<file path="src/sv/has_pkg.sv">
// ----------------------------------------------------------------------------
// Hungarian assignment solver package
// Shared types, sizes and codes for the solver controller and datapath.
// ----------------------------------------------------------------------------
package has_pkg;

    localparam int MAX_DIM     = 16;
    localparam int COST_BITS   = 24;
    localparam int DIM_W       = 5;
    localparam int IDX_W       = 4;
    localparam int COL_W       = 5;
    localparam int ADDR_W      = 8;
    localparam int POT_W       = 48;
    localparam int STORE_DEPTH = MAX_DIM * MAX_DIM;

    localparam logic signed [POT_W-1:0] POT_MAX = {1'b0, {(POT_W-1){1'b1}}};
    localparam logic signed [POT_W-1:0] POT_MIN = {1'b1, {(POT_W-1){1'b0}}};
    localparam logic [POT_W-1:0] ONE_Q8 = POT_W'(256);

    // Register byte addresses.
    localparam logic [2:0] REG_ROW_COUNT = 3'd0;
    localparam logic [2:0] REG_COL_COUNT = 3'd4;

    typedef struct packed {
        logic signed [COST_BITS-1:0] cost_value;
        logic                        feasible;
    } has_in_t;

    typedef struct packed {
        logic [IDX_W-1:0] row_index;
        logic [IDX_W-1:0] assigned_column;
        logic             matched;
        logic             last_row;
    } has_out_t;

    typedef enum logic [4:0] {
        ST_LOAD,
        ST_BIG,
        ST_INIT,
        ST_PH_START,
        ST_IT_START,
        ST_SCAN_RD,
        ST_SCAN,
        ST_UPD,
        ST_AUG,
        ST_RES_CLR,
        ST_RES_SCAN,
        ST_RES_RD,
        ST_RES_CHK,
        ST_EMIT
    } has_state_t;

    // Controller to datapath commands.
    typedef struct packed {
        logic load;
        logic big;
        logic init;
        logic ph_start;
        logic it_start;
        logic scan_rd;
        logic scan;
        logic upd;
        logic aug;
        logic res_clr;
        logic res_scan;
        logic res_rd;
        logic res_chk;
        logic emit_pop;
    } has_cmd_t;

    // Datapath to controller status.
    typedef struct packed {
        logic load_done;
        logic scan_last;
        logic upd_last;
        logic phase_done;
        logic aug_done;
        logic solve_done;
        logic res_last;
        logic emit_last;
    } has_sts_t;

    function automatic logic [DIM_W-1:0] eff_dim(input logic [DIM_W-1:0] v);
        logic [DIM_W-1:0] r;
        r = v;
        if (v == '0) r = DIM_W'(1);
        else if (v > DIM_W'(MAX_DIM)) r = DIM_W'(MAX_DIM);
        return r;
    endfunction

    function automatic logic signed [POT_W-1:0] sat_add(input logic signed [POT_W-1:0] a,
                                                         input logic signed [POT_W-1:0] b);
        logic signed [POT_W:0] s;
        s = {a[POT_W-1], a} + {b[POT_W-1], b};
        if (s[POT_W] != s[POT_W-1]) return s[POT_W] ? POT_MIN : POT_MAX;
        return s[POT_W-1:0];
    endfunction

    function automatic logic signed [POT_W-1:0] sat_sub(input logic signed [POT_W-1:0] a,
                                                         input logic signed [POT_W-1:0] b);
        logic signed [POT_W:0] s;
        s = {a[POT_W-1], a} - {b[POT_W-1], b};
        if (s[POT_W] != s[POT_W-1]) return s[POT_W] ? POT_MIN : POT_MAX;
        return s[POT_W-1:0];
    endfunction

endpackage

</file>
<file path="src/sv/has_ctrl.sv">
// ----------------------------------------------------------------------------
// Hungarian solver controller
// Sequences loading, the phases of the shortest-path solve and the results.
// ----------------------------------------------------------------------------
module has_ctrl import has_pkg::*; (
    input  logic       aclk,
    input  logic       aresetn,
    input  logic       s_valid,
    input  logic       m_ready,
    input  logic       cfg_wr,
    input  has_sts_t   sts,
    output logic       s_ready,
    output logic       m_valid,
    output has_cmd_t   cmd
);

    has_state_t state_reg, state_next;

    always_ff @(posedge aclk) begin
        if (!aresetn) begin
            state_reg <= ST_LOAD;
        end else begin
            state_reg <= state_next;
        end
    end

    // Next state.
    always_comb begin
        state_next = state_reg;
        unique case (state_reg)
            ST_LOAD: begin
                if (s_valid && !cfg_wr && sts.load_done) state_next = ST_BIG;
            end
            ST_BIG:      state_next = ST_INIT;
            ST_INIT:     state_next = ST_PH_START;
            ST_PH_START: state_next = ST_IT_START;
            ST_IT_START: state_next = ST_SCAN_RD;
            ST_SCAN_RD:  state_next = ST_SCAN;
            ST_SCAN: begin
                state_next = sts.scan_last ? ST_UPD : ST_SCAN_RD;
            end
            ST_UPD: begin
                if (sts.upd_last) state_next = sts.phase_done ? ST_AUG : ST_IT_START;
            end
            ST_AUG: begin
                if (sts.aug_done) state_next = sts.solve_done ? ST_RES_CLR : ST_PH_START;
            end
            ST_RES_CLR:  state_next = ST_RES_SCAN;
            ST_RES_SCAN: state_next = ST_RES_RD;
            ST_RES_RD:   state_next = ST_RES_CHK;
            ST_RES_CHK:  state_next = sts.res_last ? ST_EMIT : ST_RES_SCAN;
            ST_EMIT: begin
                if (m_ready && sts.emit_last) state_next = ST_LOAD;
            end
            default:     state_next = ST_LOAD;
        endcase
    end

    // Outputs.
    always_comb begin
        cmd      = '0;
        s_ready  = (state_reg == ST_LOAD) && !cfg_wr;
        m_valid  = (state_reg == ST_EMIT);
        cmd.load     = (state_reg == ST_LOAD) && s_valid && !cfg_wr;
        cmd.big      = (state_reg == ST_BIG);
        cmd.init     = (state_reg == ST_INIT);
        cmd.ph_start = (state_reg == ST_PH_START);
        cmd.it_start = (state_reg == ST_IT_START);
        cmd.scan_rd  = (state_reg == ST_SCAN_RD);
        cmd.scan     = (state_reg == ST_SCAN);
        cmd.upd      = (state_reg == ST_UPD);
        cmd.aug      = (state_reg == ST_AUG);
        cmd.res_clr  = (state_reg == ST_RES_CLR);
        cmd.res_scan = (state_reg == ST_RES_SCAN);
        cmd.res_rd   = (state_reg == ST_RES_RD);
        cmd.res_chk  = (state_reg == ST_RES_CHK);
        cmd.emit_pop = (state_reg == ST_EMIT) && m_ready;
    end

endmodule

</file>
<file path="config.mk">
export PLATFORM = sky130hd
export DESIGN_NAME = has_ctrl
export DESIGN_NICKNAME = d
export VERILOG_FILES = /design/src/sv/has_pkg.sv /design/src/sv/has_ctrl.sv
export SDC_FILE = /design/constraint.sdc
export NUM_CORES = 1
export LEC_CHECK = 0
export ABC_AREA = 1
export BUFFER_PORTS_ARGS = -buffer_cell sky130_fd_sc_hd__buf_2
export CAP_MARGIN = 20
export CORE_AREA = 2 2 39 41
export CTS_CLUSTER_SIZE = 8
export DETAILED_ROUTE_END_ITERATION = 16
export DIE_AREA = 0 0 41 43
export PLACE_DENSITY = 0.69
export REMOVE_ABC_BUFFERS = 1
export SYNTH_ARGS = -nofsm -noshare
export SYNTH_HDL_FRONTEND = slang
export SYNTH_SLANG_ARGS = --single-unit
</file>
<file path="constraint.sdc">
create_clock -name aclk -period 1.4 [get_ports aclk]
set_input_delay 0.42 -clock aclk [delete_from_list [all_inputs] [get_ports aclk]]
set_output_delay 0.42 -clock aclk [all_outputs]
set_load 0.05 [all_outputs]
</file>
==> metrics.csv, run 1 <==
metric,value,unit
row count,14,
post-synthesis cell count,83,
met1 usage,28.8,%
router iterations before antenna repair,4,
min Tclk post-route,1600,ps
r2r startpoint,state_reg[1],
area grow syn2layout,134,%
I/O Buffers,28,
sequential power share,30.2,%
number of H-tree levels,1,
YS warnings,0,
origin of the worst setup path,state_reg[2],
Peak Freq,625,MHz
outcome,"finished, violations left",
core footprint,1380,um^2
WHS,466,ps
Die Height,43,um
net switching power,0.127,mW
synthesized area,419,um^2
Post-DP Area,669,um^2
Setup crit end,cmd[13],
Initial Utilization,30.3,%
via count,696,
Worst Clk Skew,5.39,ps
IO Count,29,
root buffer cell,clkbuf_4,
largest net degree at the start of global routing,8,
GR Overflow Total,0,
#FFs+latches synth,4,
chip width,41,um
DP HPWL,1.11,mm
final setup margin,-199,ps
hold wc startpoint,aresetn,
busiest grt layer,met2,
top post-synthesis cells by area,"nand2_1 (22%), dfxtp_1 (19%), nor2_1 (17%), inv_1 (12%), nand3_1 (7.2%)",
CTS tree,built,
data arrival time of the worst path,1180,ps
post-synth top area share,22.4,%
GR Util met2,38.8,%
Total Routing Usage GR,23.2,%
Reg2Reg Setup Slack,-30,ps
PwrDens,397,nW/um^2
Crit Path Max Fanout,7,
relative slew slack,82.8,%
"Req. time, crit path",980,ps
period utilisation layout,114,%
setup TNS,-2500,ps
RSZ-0062 raised after global routing,yes,
Sw Share,32.6,%
hold_buf cts,0,
clock buffer depth,2,
Overall Power,0.389,mW
sequential cell area fraction in the yosys report,19.1,%
Clock transition at path regs,40,ps
vias per cell,4.77,
Worst Hold Class,primary input to flip-flop,
count of antenna diodes in the layout,0,
P_int,0.262,mW
"Hold Vio Cnt, Final",0,
Leak,0.499,nW
syn_area_per_cell,5.05,um^2
GPL Wtd Cong,0.863,
share of layout cells above drive strength 1,62.3,%
final-report setup violation count,19,
final slew viol count,0,
Detail Route Antenna Nets,0,
TritonCTS Buffers,3,
WS Path Type,flip-flop to output port,
first-pass GRT wire length,2.88,mm
number of remaining DRC errors,0,
M3 GR Usage,3.14,%
Worst setup EP type,output port,
DR iter-0 viols,20,
Die ar.,1760,um^2
logic gate share of total power,34.9,%
Yosys top cell by area,nand2_1,
Layout Utilization,70.8,%
clock network power share,34.9,%
violated checks,negative setup slack,
Peak VDD IR,0.615,mV
final wirelength,1.86,mm
Largest register FFs,4,
R2R cell count,8,
Worst-Margin Slew,256,ps
fin nets,145,
Cell variety after synth,12,
design area,980,um^2
vias in the first global route,658,
clock latency on the worst-skew pair,230,ps
DR WL/cell,12.8,um
Max Cap Viol,0,
Clock Sinks,4,
initial antenna violation count,0,
Worst R2R End,state_reg[3],
crit start category,flip-flop,
[cells in the mapped netlist]
library cell and instances:
nand3_1 6, and3_1 1, nand2_2 1, nor2_2 2
nand3b_1 4, nand2_1 25, a21oi_1 4, nor2_1 19
dfxtp_1 4, nor3_1 1, inv_1 13, o21ai_0 3
[critical path, stage by stage (launching register included)]
cell,delay (ps)
dfxtp_4,380
inv_4,70
nand2_4,60
nor2_4,120
nand2_2,70
nor2_2,90
buf_6,160
[power by group through the flow]
stage                     clock network, mW  logic [mW]  registers, mW
after floorplan                           0      0.0608          0.121
after global placement                    0      0.0984          0.120
after detailed placement                  0      0.0992          0.120
after CTS                             0.141       0.117          0.117
after global routing                  0.153       0.145          0.117
final                                 0.136       0.136          0.117
[what timing repair did]
| action | 4_1_cts | 5_1_grt |
|---|---|---|
| setup endpoints to repair | 16 | 20 |
| resized for setup | 62 | 26 |
| buffers inserted | 2 | 2 |
| pin swaps | 4 | 3 |
[through the flow]
stage	instances	setup WS (ps)
2_1_floorplan	83	-621
3_3_place_gp	139	-70.1
3_5_place_dp	139	-144
4_1_cts	144	-177
5_1_grt	146	-262
6_report	146	-199
[layout make-up]
type                       instances  area, um^2
tap                               16        20.0
multi-input combinational         66         403
fill                             107         404
sequential                         4        90.1
clock buffer                       3        22.5
inverter                          13        61.3
timing repair buffer              44         383
[worst min-delay path by stage]
stage | to | cells past startpoint
after floorplan | state_reg[0] | 2
after global placement | state_reg[0] | 2
after detailed placement | state_reg[0] | 2
after CTS | state_reg[3] | 3
after global routing | state_reg[0] | 3
final | state_reg[0] | 3
[cells in the final DEF (no fill, tap or decap), types with 2 or more instances in the layout]
| cell type | n |
|---|---|
| a21oi_1 | 4 |
| buf_2 | 12 |
| buf_4 | 16 |
| buf_6 | 10 |
| buf_8 | 6 |
| clkbuf_4 | 3 |
| dfxtp_2 | 2 |
| dfxtp_4 | 2 |
| inv_1 | 6 |
| inv_2 | 2 |
| inv_4 | 5 |
| nand2_1 | 20 |
| nand2_2 | 3 |
| nand2_4 | 3 |
| nand3_1 | 6 |
| nand3b_1 | 4 |
| nor2_1 | 5 |
| nor2_2 | 7 |
| nor2_4 | 9 |
| o21ai_0 | 3 |
[metal layers]
| layer | wire length (um) | up-vias |
|---|---|---|
| met5 | 0 | - |
| met4 | 37 | 0 |
| met3 | 93 | 4 |
| met2 | 998 | 23 |
| met1 | 732 | 312 |
| li1 | - | 357 |
[kinds of logic (layout without fill, tap and decap cells)]
| logic type | Yosys count | count (layout) | synth area share (%) |
|---|---|---|---|
| DFF | 4 | 4 | 19.1 |
| buffers and inverters | 13 | 60 | 11.6 |
| AOI/OAI and AO/OA | 7 | 7 | 8.36 |
| and+or+nand+nor | 59 | 59 | 60.9 |
Power figures use the tool's default switching activity.
==> inputs of run 2 (changes only) <==
--- a/config.mk
+++ b/config.mk
@@ -12,7 +12,6 @@
 export CTS_CLUSTER_SIZE = 8
 export DETAILED_ROUTE_END_ITERATION = 16
 export DIE_AREA = 0 0 41 43
-export PLACE_DENSITY = 0.69
 export REMOVE_ABC_BUFFERS = 1
 export SYNTH_ARGS = -nofsm -noshare
 export SYNTH_HDL_FRONTEND = slang
==> run 2 against run 1 <==
Against the previous run:
- sequential power barely moved
- combinational power rose by 3%
- non-clock buffer count fell by 3
- worst hold slack got worse by 29 ps
- via count fell by 2.3%
- the run still ends with negative setup slack left
- worst setup slack improved by 17 ps
- fmax rose by 1.1%
- first-iteration DRC count fell by 45%
- total power rose by 4.1%
- critical path depth did not move
- register-to-register slack improved by 20 ps
==> metrics.csv, run 2 (synthesis gave the netlist of run 1 again) <==
metric,value,unit,change
outcome,"finished, violations left",,
violated checks,negative setup slack,,
WS Path Type,flip-flop to output port,,
Peak VDD IR,0.320,mV,-48%
design area,921,um^2,-6.0%
GPL Wtd Cong,0.841,,-2.5%
number of remaining DRC errors,0,,unchanged
Leak,0.467,nW,-6.3%
via count,680,,-2.3%
clock latency on the worst-skew pair,240,ps,about the same
Filler Cell Count,119,,+11%
row count,14,,unchanged
IO Count,29,,unchanged
Detail Route Antenna Nets,0,,unchanged
Reg2Reg Setup Slack,-10,ps,+20 ps
"Hold Vio Cnt, Final",0,,unchanged
DR iter-0 viols,11,,-45%
Max Cap Viol,0,,unchanged
Largest register FFs,4,,unchanged
Die Height,43,um,unchanged
number of H-tree levels,1,,unchanged
Sw Share,33.7,%,+1.1 points
final wirelength,1.56,mm,-16%
share of layout cells above drive strength 1,60.6,%,-1.7 points
TritonCTS Buffers,3,,unchanged
Worst-Margin Slew,254,ps,-2.02 ps
Multi-input gate area,380,um^2,-5.6%
setup TNS,-2390,ps,+111 ps
DR WL/cell,10.9,um,-14%
data arrival time of the worst path,1160,ps,-20 ps
chip width,41,um,unchanged
relative slew slack,83.0,%,+0.27 points
logic gate share of total power,34.6,%,-0.3 points
Worst Clk Skew,2.73,ps,-2.66 ps
Clock transition at path regs,40,ps,about the same
router iterations before antenna repair,4,,unchanged
vias in the first global route,623,,-5.3%
final slew viol count,0,,unchanged
Clock Sinks,4,,unchanged
most frequent cells in the layout,"nand2_1 (21), buf_6 (15), buf_2 (12), buf_4 (12), nor2_2 (9)",,
Peak Freq,632,MHz,+1.1%
first-pass GRT wire length,2.30,mm,-20%
WHS,437,ps,-28.7 ps
largest net degree at the start of global routing,8,,unchanged
clock buffer depth,2,,unchanged
"Req. time, crit path",980,ps,about the same
period utilisation layout,113,%,-1.2 points
P_int,0.268,mW,+2.3%
GR Overflow Total,0,,unchanged
Worst Hold Class,primary input to flip-flop,,
initial antenna violation count,0,,unchanged
PwrDens,439,nW/um^2,+11%
fin nets,142,,-2.1%
Layout Utilization,66.5,%,-4.2 points
final setup margin,-182,ps,+16.7 ps
"most common cell after layout, fill and taps aside",nand2_1,,
root buffer cell,clkbuf_4,,
Die ar.,1760,um^2,unchanged
final-report setup violation count,18,,-1
register area,90.1,um^2,unchanged
clock network power share,36.4,%,+1.5 points
Initial Utilization,30.3,%,unchanged
crit start category,flip-flop,,
RSZ-0062 raised after global routing,yes,,
vias per cell,4.76,,-0.25%
min Tclk post-route,1580,ps,-16.7 ps
Worst setup EP type,output port,,
net switching power,0.136,mW,+7.8%
area grow syn2layout,120,%,
DP HPWL,1.09,mm,-1.8%
Crit Path Max Fanout,5,,-2
CTS tree,built,,
sequential power share,29.0,%,-1.2 points
count of antenna diodes in the layout,0,,unchanged
hold_buf cts,0,,unchanged
Post-DP Area,662,um^2,-1.1%
core footprint,1380,um^2,unchanged
Total Routing Usage GR,18.6,%,-4.6 points
I/O Buffers,28,,unchanged
==> run 2: cell count changes in the layout (fill, tap and decap cells not counted), moves of 2 or more <==
| cell | previous run | this run |
|---|---|---|
| buf_6 | 10 | 15 |
| buf_4 | 16 | 12 |
| buf_8 | 6 | 2 |
| nand2_4 | 3 | 1 |
| nor2_2 | 7 | 9 |
| nor2_4 | 9 | 7 |
| o21ai_0 | 3 | 1 |
| o21ai_1 | 0 | 2 |
==> run 2: metrics by stage <==
step | power, mW | cells | setup slack [ps]
5_1_grt | 0.418 | 143 | -221
3_3_place_gp | 0.223 | 138 | -83.1
2_1_floorplan | 0.182 | 83 | -621
4_1_cts | 0.388 | 142 | -218
3_5_place_dp | 0.223 | 138 | -86.3
6_report | 0.405 | 143 | -182
==> run 2: metal layers <==
metal / part of all wire [%] / wire length, um / global-route usage [%] / up-vias
li1: - / - / - / 346
met1: 41 / 640 / 21.5 / 312
met2: 54 / 849 / 32.8 / 20
met4: 0.83 / 13 / 6.00 / 0
met3: 3.8 / 59 / 2.09 / 2
met5: 0 / 0 / 0 / -
==> run 2: layout make-up <==
cell class | count | share of cell area [%]
Multi-Input combinational cell | 66 | 41.3
Timing Repair Buffer | 41 | 37.9
Sequential cell | 4 | 9.78
Inverter | 13 | 6.39
Clock buffer | 3 | 2.45
Tap cell | 16 | 2.17
==> run 2: power groups by stage <==
stage | sequential (mW) | clock (mW) | combinational [mW]
floorplan | 0.121 | 0 | 0.0608
detailed placement | 0.120 | 0 | 0.103
finish | 0.117 | 0.147 | 0.140
global route | 0.117 | 0.151 | 0.150
CTS | 0.116 | 0.150 | 0.122
global placement | 0.121 | 0 | 0.102
==> run 2: final timing paths <==
kind	start	end	depth (start not counted)
worst min register to register	state_reg[2]	state_reg[2]	2
worst max register to register	state_reg[0]	state_reg[1]	9
worst min-delay path	aresetn	state_reg[3]	3
worst max-delay path	state_reg[1]	cmd[13]	6
==> run 2: what timing repair did <==
| item | 4_1_cts | 5_1_grt |
|---|---|---|
| pin swaps | 5 | 4 |
| setup buffers | 1 | 1 |
| setup endpoints to repair | 18 | 19 |
| resized for setup | 59 | 22 |
==> run 2: critical path, stage by stage, from the launching register on <==
cell and delay [ps]:
dfxtp_4 360, inv_4 60, nand2_4 70, nor2_4 120, nand2_2 60, nor2_4 80
buf_6 160
